[config.mk]
export PLATFORM = sky130hd
export DESIGN_NAME = moving_average_obstacle_hysteresis_unit_flat
export DESIGN_NICKNAME = d
export VERILOG_FILES = /design/src/hdl/maoh_pkg.sv /design/src/hdl/maoh_if.sv /design/src/hdl/maoh_ram.sv /design/src/hdl/maoh_div.sv /design/src/hdl/moving_average_obstacle_hysteresis_unit.sv /design/src/flat_wrapper.sv
export SDC_FILE = /design/constraint.sdc
export NUM_CORES = 1
export LEC_CHECK = 0
export BUFFER_PORTS_ARGS = -buffer_cell sky130_fd_sc_hd__buf_2
export CAP_MARGIN = 40
export CORE_MARGIN = 10
export CORE_UTILIZATION = 25
export DETAILED_ROUTE_END_ITERATION = 16
export PLACE_DENSITY = 0.5
export SLEW_MARGIN = 30
export SYNTH_ARGS = -nofsm -noshare
export SYNTH_HDL_FRONTEND = slang
export SYNTH_SLANG_ARGS = --single-unit
[constraint.sdc]
create_clock -name clk_i -period 6.2 [get_ports clk_i]
set_input_delay 1.24 -clock clk_i [delete_from_list [all_inputs] [get_ports clk_i]]
set_output_delay 1.24 -clock clk_i [all_outputs]
set_load 0.005 [all_outputs]
[src/hdl/maoh_pkg.sv]
// shared types and constants of the moving-average obstacle unit
package maoh_pkg;

  localparam int unsigned MmW     = 16;
  localparam int unsigned CmW     = 13;
  localparam int unsigned LenW    = 5;
  localparam int unsigned CfgIdxW = 2;
  localparam int unsigned CfgW    = 16;

  localparam logic [MmW-1:0] NoEchoMm = 16'd9999;
  localparam int unsigned    CmToMm   = 10;

  localparam logic [LenW-1:0] WindowLenRst    = 5'd8;
  localparam logic [MmW-1:0]  WarningLevelRst = 16'd300;
  localparam logic [MmW-1:0]  DangerLevelRst  = 16'd150;
  localparam logic [MmW-1:0]  ClearLevelRst   = 16'd200;

  typedef enum logic [CfgIdxW-1:0] {
    CfgWindowLen    = 2'd0,
    CfgWarningLevel = 2'd1,
    CfgDangerLevel  = 2'd2,
    CfgClearLevel   = 2'd3
  } cfg_idx_e;

  typedef enum logic {
    OpSample = 1'b0,
    OpClear  = 1'b1
  } op_e;

endpackage

[src/hdl/maoh_if.sv]
// valid/ready channel interfaces for readings and filtered results
interface maoh_in_if;
  logic                         valid;
  logic                         ready;
  logic                         op;
  logic [maoh_pkg::MmW-1:0]     mm_reading;
  logic [maoh_pkg::CmW-1:0]     cm_reading;

  modport source (output valid, op, mm_reading, cm_reading, input ready);
  modport sink   (input valid, op, mm_reading, cm_reading, output ready);
endinterface

interface maoh_out_if;
  logic                         valid;
  logic                         ready;
  logic [maoh_pkg::MmW-1:0]     avg_distance;
  logic                         obstacle;
  logic                         warning;

  modport source (output valid, avg_distance, obstacle, warning, input ready);
  modport sink   (input valid, avg_distance, obstacle, warning, output ready);
endinterface

[src/hdl/maoh_ram.sv]
// generic single-write, single-read ram with registered read data
module maoh_ram #(
  parameter int unsigned Width = 16,
  parameter int unsigned Depth = 16
) (
  input  logic                                   clk_i,
  input  logic                                   we_i,
  input  logic [(Depth > 1 ? $clog2(Depth) : 1)-1:0] waddr_i,
  input  logic [Width-1:0]                       wdata_i,
  input  logic                                   re_i,
  input  logic [(Depth > 1 ? $clog2(Depth) : 1)-1:0] raddr_i,
  output logic [Width-1:0]                       rdata_o
);

  logic [Width-1:0] mem_q [Depth];
  logic [Width-1:0] rdata_q;

  always_ff @(posedge clk_i) begin
    if (we_i) begin
      mem_q[waddr_i] <= wdata_i;
    end
    if (re_i) begin
      rdata_q <= mem_q[raddr_i];
    end
  end

  assign rdata_o = rdata_q;

endmodule

[src/hdl/maoh_div.sv]
// restoring divider, one quotient bit per cycle
module maoh_div #(
  parameter int unsigned DvdW = 20,
  parameter int unsigned DvsW = 5
) (
  input  logic            clk_i,
  input  logic            rst_ni,
  input  logic            start_i,
  input  logic [DvdW-1:0] dividend_i,
  input  logic [DvsW-1:0] divisor_i,
  output logic            done_o,
  output logic [DvdW-1:0] quotient_o
);

  localparam int unsigned CntW = (DvdW > 1) ? $clog2(DvdW) : 1;

  logic            busy_q;
  logic            done_q;
  logic [CntW-1:0] cnt_q;
  logic [DvdW-1:0] dvd_q;
  logic [DvsW-1:0] rem_q;
  logic [DvsW-1:0] dvs_q;
  logic [DvsW:0]   rem_sh;
  logic            fits;

  assign rem_sh = {rem_q, dvd_q[DvdW-1]};
  assign fits   = rem_sh >= {1'b0, dvs_q};

  always_ff @(posedge clk_i or negedge rst_ni) begin
    if (!rst_ni) begin
      busy_q <= 1'b0;
      done_q <= 1'b0;
      cnt_q  <= '0;
    end else begin
      done_q <= 1'b0;
      if (start_i) begin
        busy_q <= 1'b1;
        cnt_q  <= '0;
      end else if (busy_q) begin
        if (cnt_q == CntW'(DvdW - 1)) begin
          busy_q <= 1'b0;
          done_q <= 1'b1;
        end
        cnt_q <= cnt_q + 1'b1;
      end
    end
  end

  // quotient bits shift into the dividend register from the bottom
  always_ff @(posedge clk_i) begin
    if (start_i) begin
      dvd_q <= dividend_i;
      dvs_q <= divisor_i;
      rem_q <= '0;
    end else if (busy_q) begin
      dvd_q <= {dvd_q[DvdW-2:0], fits};
      rem_q <= fits ? DvsW'(rem_sh - {1'b0, dvs_q}) : rem_sh[DvsW-1:0];
    end
  end

  assign done_o     = done_q;
  assign quotient_o = dvd_q;

endmodule

[src/hdl/moving_average_obstacle_hysteresis_unit.sv]
// moving-average obstacle detector with hysteresis on the filtered distance
//
// in_i takes one word per reading: op selects a new sample or a clear, with
// the mm and cm readings. out_o gives one word per accepted input: filtered
// distance, obstacle flag and warning. Both are valid/ready channels.
// The sample window lives in a one-port-read, one-port-write ram; each
// sample does a read of the slot to be replaced, a write-back and a sum
// update, then a restoring divide by the window length, one bit per cycle.
// A sample goes from accept through the read, divide and output states to
// its result, and the next word is taken once the result is loaded into the
// output register; a clear or a window length of zero skips the read and
// divide and goes straight to the output state.
// One item is in flight at a time; in_i.ready is high only while idle.
// The result sits in an output register, so a stalled out_o holds the word
// and the next input is still taken; a second result waits until it drains.
// Reset clears the window (per-slot valid bits), sum, slot and flag at once
// and loads the thresholds with their defaults; no clearing pass is needed.
// Configuration is written through cfg_we_i, cfg_idx_i and cfg_data_i.
module moving_average_obstacle_hysteresis_unit #(
  parameter int unsigned MAX_WINDOW = 16
) (
  input  logic                            clk_i,
  input  logic                            rst_ni,
  input  logic                            cfg_we_i,
  input  logic [maoh_pkg::CfgIdxW-1:0]    cfg_idx_i,
  input  logic [maoh_pkg::CfgW-1:0]       cfg_data_i,
  maoh_in_if.sink                         in_i,
  maoh_out_if.source                      out_o
);

  localparam int unsigned MmW    = maoh_pkg::MmW;
  localparam int unsigned LenW   = maoh_pkg::LenW;
  localparam int unsigned AddrW  = (MAX_WINDOW > 1) ? $clog2(MAX_WINDOW) : 1;
  localparam int unsigned SumW   = MmW + $clog2(MAX_WINDOW);
  localparam int unsigned LenCap = (MAX_WINDOW < 31) ? MAX_WINDOW : 31;
  localparam int unsigned CmpW   = (AddrW > LenW) ? AddrW + 1 : LenW + 1;
  localparam int unsigned ProdW  = maoh_pkg::CmW + 4;

  typedef enum logic [1:0] {
    StIdle,
    StRead,
    StDiv,
    StOut
  } state_e;

  state_e state_q;

  // configuration
  logic [LenW-1:0] window_len_q;
  logic [MmW-1:0]  warning_level_q;
  logic [MmW-1:0]  danger_level_q;
  logic [MmW-1:0]  clear_level_q;

  always_ff @(posedge clk_i or negedge rst_ni) begin
    if (!rst_ni) begin
      window_len_q    <= maoh_pkg::WindowLenRst;
      warning_level_q <= maoh_pkg::WarningLevelRst;
      danger_level_q  <= maoh_pkg::DangerLevelRst;
      clear_level_q   <= maoh_pkg::ClearLevelRst;
    end else if (cfg_we_i) begin
      case (maoh_pkg::cfg_idx_e'(cfg_idx_i))
        maoh_pkg::CfgWindowLen:    window_len_q    <= cfg_data_i[LenW-1:0];
        maoh_pkg::CfgWarningLevel: warning_level_q <= cfg_data_i[MmW-1:0];
        maoh_pkg::CfgDangerLevel:  danger_level_q  <= cfg_data_i[MmW-1:0];
        maoh_pkg::CfgClearLevel:   clear_level_q   <= cfg_data_i[MmW-1:0];
        default: ;
      endcase
    end
  end

  // window state
  logic [MAX_WINDOW-1:0] valid_q;
  logic [AddrW-1:0]      write_slot_q;
  logic [SumW-1:0]       sum_q;
  logic                  flag_q;
  logic [AddrW-1:0]      slot_q;
  logic [MmW-1:0]        sample_q;
  logic [LenW-1:0]       len_q;
  logic [MmW-1:0]        avg_q;

  logic                  out_valid_q;
  logic [MmW-1:0]        out_avg_q;
  logic                  out_obst_q;
  logic                  out_warn_q;

  logic                  in_acc;
  logic                  out_free;
  logic [LenW-1:0]       len;
  logic [AddrW-1:0]      slot_sel;
  logic [ProdW-1:0]      cm_mm;
  logic [MmW-1:0]        sample;
  logic [MmW-1:0]        old_val;
  logic [SumW-1:0]       sum_d;
  logic [CmpW-1:0]       slot_inc;
  logic [AddrW-1:0]      slot_d;
  logic                  flag_d;
  logic                  warn_d;
  logic [MmW-1:0]        ram_rdata;
  logic                  div_done;
  logic [SumW-1:0]       div_quot;

  assign in_acc   = in_i.valid && in_i.ready;
  assign out_free = !out_valid_q || out_o.ready;

  assign len = (window_len_q > LenW'(LenCap)) ? LenW'(LenCap) : window_len_q;

  // a slot left beyond a shrunk window restarts at zero
  assign slot_sel = (CmpW'(write_slot_q) < CmpW'(len)) ? write_slot_q : '0;

  assign cm_mm  = ProdW'(in_i.cm_reading) * ProdW'(maoh_pkg::CmToMm);
  assign sample = (in_i.mm_reading != '0) ? in_i.mm_reading :
                  (in_i.cm_reading == '0) ? maoh_pkg::NoEchoMm :
                  (cm_mm > ProdW'({MmW{1'b1}})) ? {MmW{1'b1}} : cm_mm[MmW-1:0];

  // never-written slots read as zero
  assign old_val  = valid_q[slot_q] ? ram_rdata : '0;
  assign sum_d    = sum_q - SumW'(old_val) + SumW'(sample_q);
  assign slot_inc = CmpW'(slot_q) + 1'b1;
  assign slot_d   = (slot_inc >= CmpW'(len_q)) ? '0 : slot_inc[AddrW-1:0];

  always_comb begin
    flag_d = flag_q;
    if (flag_q) begin
      if (avg_q > clear_level_q) begin
        flag_d = 1'b0;
      end
    end else if (avg_q != '0 && avg_q <= danger_level_q) begin
      flag_d = 1'b1;
    end
    warn_d = !flag_d && avg_q != '0 && avg_q > danger_level_q &&
             avg_q <= warning_level_q;
  end

  maoh_ram #(
    .Width (MmW),
    .Depth (MAX_WINDOW)
  ) u_store (
    .clk_i   (clk_i),
    .we_i    (state_q == StRead),
    .waddr_i (slot_q),
    .wdata_i (sample_q),
    .re_i    (in_acc),
    .raddr_i (slot_sel),
    .rdata_o (ram_rdata)
  );

  maoh_div #(
    .DvdW (SumW),
    .DvsW (LenW)
  ) u_div (
    .clk_i      (clk_i),
    .rst_ni     (rst_ni),
    .start_i    (state_q == StRead),
    .dividend_i (sum_d),
    .divisor_i  (len_q),
    .done_o     (div_done),
    .quotient_o (div_quot)
  );

  always_ff @(posedge clk_i or negedge rst_ni) begin
    if (!rst_ni) begin
      state_q      <= StIdle;
      valid_q      <= '0;
      write_slot_q <= '0;
      sum_q        <= '0;
      flag_q       <= 1'b0;
      slot_q       <= '0;
      sample_q     <= '0;
      len_q        <= '0;
      avg_q        <= '0;
      out_valid_q  <= 1'b0;
      out_avg_q    <= '0;
      out_obst_q   <= 1'b0;
      out_warn_q   <= 1'b0;
    end else begin
      // the held word drains unless a new one is loaded in this cycle
      if (out_valid_q && out_o.ready && state_q != StOut) begin
        out_valid_q <= 1'b0;
      end
      case (state_q)
        StIdle: begin
          if (in_acc) begin
            if (maoh_pkg::op_e'(in_i.op) == maoh_pkg::OpClear) begin
              valid_q      <= '0;
              write_slot_q <= '0;
              sum_q        <= '0;
              flag_q       <= 1'b0;
              avg_q        <= '0;
              state_q      <= StOut;
            end else if (len == '0) begin
              avg_q   <= sample;
              state_q <= StOut;
            end else begin
              slot_q   <= slot_sel;
              sample_q <= sample;
              len_q    <= len;
              state_q  <= StRead;
            end
          end
        end
        StRead: begin
          // old entry arrives now; write back and start the divide
          valid_q[slot_q] <= 1'b1;
          sum_q           <= sum_d;
          write_slot_q    <= slot_d;
          state_q         <= StDiv;
        end
        StDiv: begin
          if (div_done) begin
            avg_q   <= (div_quot > SumW'({MmW{1'b1}})) ? {MmW{1'b1}} : div_quot[MmW-1:0];
            state_q <= StOut;
          end
        end
        StOut: begin
          if (out_free) begin
            flag_q      <= flag_d;
            out_valid_q <= 1'b1;
            out_avg_q   <= avg_q;
            out_obst_q  <= flag_d;
            out_warn_q  <= warn_d;
            state_q     <= StIdle;
          end
        end
        default: state_q <= StIdle;
      endcase
    end
  end

  assign in_i.ready         = (state_q == StIdle);
  assign out_o.valid        = out_valid_q;
  assign out_o.avg_distance = out_avg_q;
  assign out_o.obstacle     = out_obst_q;
  assign out_o.warning      = out_warn_q;

endmodule

[src/flat_wrapper.sv]
// flat-port wrapper written by rule: the top's interface ports become plain ports
module moving_average_obstacle_hysteresis_unit_flat 
#(
  parameter int unsigned MAX_WINDOW = 16
)
  (clk_i, rst_ni, cfg_we_i, cfg_idx_i, cfg_data_i, in_i_valid, in_i_op, in_i_mm_reading, in_i_cm_reading, in_i_ready, out_o_valid, out_o_avg_distance, out_o_obstacle, out_o_warning, out_o_ready);
  maoh_in_if in_i_i ();
  maoh_out_if out_o_i ();
  input  logic clk_i;
  input  logic rst_ni;
  input  logic cfg_we_i;
  input  logic [maoh_pkg::CfgIdxW-1:0] cfg_idx_i;
  input  logic [maoh_pkg::CfgW-1:0] cfg_data_i;
  input wire logic [$bits(in_i_i.valid)-1:0] in_i_valid;
  input wire logic [$bits(in_i_i.op)-1:0] in_i_op;
  input wire logic [$bits(in_i_i.mm_reading)-1:0] in_i_mm_reading;
  input wire logic [$bits(in_i_i.cm_reading)-1:0] in_i_cm_reading;
  output wire logic [$bits(in_i_i.ready)-1:0] in_i_ready;
  output wire logic [$bits(out_o_i.valid)-1:0] out_o_valid;
  output wire logic [$bits(out_o_i.avg_distance)-1:0] out_o_avg_distance;
  output wire logic [$bits(out_o_i.obstacle)-1:0] out_o_obstacle;
  output wire logic [$bits(out_o_i.warning)-1:0] out_o_warning;
  input wire logic [$bits(out_o_i.ready)-1:0] out_o_ready;
  assign in_i_i.valid = in_i_valid;
  assign in_i_i.op = in_i_op;
  assign in_i_i.mm_reading = in_i_mm_reading;
  assign in_i_i.cm_reading = in_i_cm_reading;
  assign in_i_ready = in_i_i.ready;
  assign out_o_valid = out_o_i.valid;
  assign out_o_avg_distance = out_o_i.avg_distance;
  assign out_o_obstacle = out_o_i.obstacle;
  assign out_o_warning = out_o_i.warning;
  assign out_o_i.ready = out_o_ready;
  moving_average_obstacle_hysteresis_unit #(.MAX_WINDOW(MAX_WINDOW)) u_core (.clk_i(clk_i), .rst_ni(rst_ni), .cfg_we_i(cfg_we_i), .cfg_idx_i(cfg_idx_i), .cfg_data_i(cfg_data_i), .in_i(in_i_i), .out_o(out_o_i));
endmodule
==> run summary <==
core region area -> 90000 µm²
vias in the first global route -> 14854
post-synthesis cell type count -> 77
first-pass GRT wire length -> 91.8 mm
initial antenna violation count -> 2
clk_lat worst skew -> 630 ps
final global-route overflow total -> 0
Num CTS Buffers -> 52
Final Skew -> 70.0 ps
setup bufs post-CTS -> 0
Max Clk Rate -> 207 MHz
share of cells above drive strength 1 -> 17.9%
number of enable flip-flop cells after synthesis -> 297
unrepaired setup endpoints after global routing -> false
CTS Hold Bufs -> 0
CTS Buffer Depth -> 3
Setup crit end kind -> flop
htree depth -> 2
DP Worst Slack -> 1370 ps
post-CTS sizing -> 0
Setup crit start kind -> flop
HPWL after DPL -> 42.7 mm
setup slack after layout -> 1360 ps
hold path depth -> 2
PD cells -> 544 nW/µm²
r2r startpoint -> u_core.slot_q[0]
reg2reg path depth -> 12
Hold WC Path Type -> reg2reg
Pre-antenna DRT Iters -> 5
routed vias -> 14680
worst-margin pin slew -> 811 ps
post-synthesis average cell area -> 12.6 µm²
main area contributors after synthesis -> edfxtp_1 (39%), dfrtp_1 (17%), ha_1 (6.2%), mux2_2 (3.8%), mux4_2 (3.7%)
Starting Density -> 25.2%
gp weighted congestion -> 0.816
setup violators final -> 0
Static Leak -> 0.0104 µW
Tmin final -> 4840 ps
largest area contributor in the netlist -> edfxtp_1
hold wc startpoint -> u_core.valid_q[1]
r2r setup slk -> 1360 ps
Reg clk slew, reported paths -> 60 ps
post-synthesis sequential area ratio -> 57.8%
Yosys reg bits -> 465
Slew HR -> 45.8%
area growth from synthesis to layout -> 16.6%
Ys Warns -> 0
crit share post-route -> 78.1%
Max Cap Violations -> 0
Sink Count -> 465
detailed-route DRC error count -> 0
Hold Vio Cnt, Final -> 0
Post-DRT Antenna Nets -> 0
I/O Buffers -> 72
CTS root buf -> clkbuf_16
Die Wd -> 321 µm
CTS tree -> yes
Nets -> 2076
worst-case vdd ir drop -> 245 µV
Fin Setup TNS -> 0 ps
Setup CP Type -> reg2reg
outcome -> completed
Post-Syn Instances -> 1797
die area -> 103000 µm²
asr flop ratio synth -> 35.1%
First DRT Iteration DRCs -> 1050
Total GRT Usage -> 11.4%
crit path from -> u_core.slot_q[0]
Rows -> 110
vias per cell -> 4.71
# IOs -> 73
Post-Syn Nets -> 1980
largest net degree at the start of global routing -> 58
Critical Path RT -> 6570 ps
fin. max-slew vios -> 0
mapped cell area -> 22700 µm²
WL final -> 60.0 mm
top_reg_cell synth -> edfxtp_1
top fanout value on the critical path -> 16
Worst Path Arrival -> 5210 ps
post-synth top area share -> 39.3%
wire per inst -> 19.3 µm
die height -> 321 µm
[cell usage after synthesis, types with 4 or more instances]
cell      number
o221ai_1      10
o211ai_1       6
o21ai_0      157
o31ai_1        6
nand4_1       19
mux2i_1       70
and2_1        22
a31oi_1        7
nand2_1      134
a221oi_1      18
mux2_2        76
nand3_1       22
a31o_2         4
fa_1          18
buf_6          4
o21a_1        12
mux4_2        37
dfxtp_1        5
nor4_1        14
edfxtp_1     297
a22o_1         6
nor2_1        69
buf_2         11
dfrtp_1      151
or2_2          7
clkbuf_1      53
xor2_1        10
nor3_1        15
ha_1         112
xnor2_1       14
or3_1         12
o22ai_1        7
a211o_1        5
a21o_1        14
a211oi_1      28
nand2b_1      24
o21ai_1        4
a21oi_1       70
nand3b_1       4
dfstp_2       12
nor2b_1       24
o21bai_1       4
inv_1        151
[power breakdown]
| part | switching (µW) | total, µW | internal, µW |
|---|---|---|---|
| Combinational | 3580 | 6110 | 2530 |
| Sequential | 808 | 5100 | 4290 |
| Clock | 1320 | 3190 | 1870 |
| Total | 5710 | 14400 | 8690 |
[cell type report]
| type | count | area, µm² |
|---|---|---|
| fill | 9129 | 63600 |
| sequential | 465 | 13100 |
| clock buffer | 66 | 1360 |
| clock inverter | 32 | 413 |
| timing repair buffer | 113 | 795 |
| inverter | 152 | 571 |
| antenna | 1 | 2.50 |
| multi-input combinational | 1109 | 8710 |
| tap | 1176 | 1470 |
[sequential cells by signal (all words and copies together) (netlist names), 4 cells and up]
name,flops
u_core.sample_q,16
u_core.out_o.avg_distance,16
u_core.u_div.rem_q,5
u_core.sum_q,20
u_core.len_q,5
u_core.valid_q,16
u_core.u_div.quotient_o,20
u_core.write_slot_q,4
u_core.slot_q,4
u_core.u_div.dvs_q,5
u_core.warning_level_q,16
u_core.u_store.rdata_o,16
u_core.danger_level_q,16
u_core.u_div.cnt_q,5
u_core.avg_q,16
u_core.clear_level_q,16
u_core.window_len_q,5
u_core.u_store.mem_q,256
[placed cells by master, fill, tap and decap left out, drive strengths merged, types with 7 or more instances in the layout]
cell    netlist  routed
nor4         14      14
nand2b       24      24
bufinv        0       7
dfrtp       151     151
nor2         69      69
nor3         15      15
edfxtp      297     297
and2         23      23
a211oi       28      28
nand4        19      19
mux2i        70      70
clkinv        0      20
xnor2        14      14
a31oi         7       7
o21ai       161     161
dfstp        12      12
nor2b        24      24
clkbuf       53      66
a21o         14      14
buf          18     113
fa           18      18
a221oi       18      18
or2           8       8
nand2       134     134
inv         152     153
o211ai        7       7
o22ai         7       7
a21oi        71      71
o221ai       11      11
xor2         10      10
mux4         37      37
ha          112     112
or3          12      12
mux2         76      76
o21a         12      12
nand3        23      23
[cells by family (layout without fill, tap and decap cells)]
| family | after synthesis | after routing | share of synthesized area (%) |
|---|---|---|---|
| AO/OA/AOI/OAI | 391 | 391 | 10.9 |
| AND/OR/NAND/NOR | 381 | 381 | 8.19 |
| adder cells (fa/ha/maj) | 130 | 130 | 7.76 |
| XOR/XNOR | 24 | 24 | 0.926 |
| other | 0 | 1 | 0 |
| buffers and inverters | 223 | 363 | 3.90 |
| multiplexers | 183 | 183 | 10.5 |
| flip-flops | 465 | 465 | 57.8 |
[critical path: stages, from the launching register on]
cell and delay [ps]:
dfrtp_1 600, mux4_2 570, mux4_2 660, and2_1 250, fa_1 530, inv_1 60, ha_1 310, a211oi_1 420
o21a_1 280, or3_1 190, a21boi_0 110, or3_1 340, a31o_2 260
[path summary, 6_finish.rpt]
| kind | end |
|---|---|
| max | u_core.u_div.quotient_o[13] |
| min | u_core.valid_q[1] |
| max reg2reg | u_core.u_div.quotient_o[13] |
| min reg2reg | u_core.valid_q[1] |
| max in group asynchronous | u_core.clear_level_q[7] |
| min in group asynchronous | u_core.warning_level_q[6] |
[layer usage]
layer / vias to the layer above / GRT usage (%) / routed length, µm
li1: 6842 / - / -
met4: 2 / 3.42 / 1600
met1: 7406 / 15.4 / 27300
met2: 337 / 18.4 / 28000
met3: 93 / 1.98 / 3110
met5: - / 0 / 12
[per-stage QoR]
stage	hold slack (ps)	cells	utilization (%)	total power (µW)	instance area (µm²)
floorplan	443	1797	-	9250	22700
global placement	466	2999	27.1	11000	24400
detailed placement	467	3009	27.3	11200	24600
CTS	479	3107	29.3	14500	26300
global route	505	3114	29.4	15500	26400
finish	476	3114	29.4	14400	26400
(Power assumes the default switching activity.)
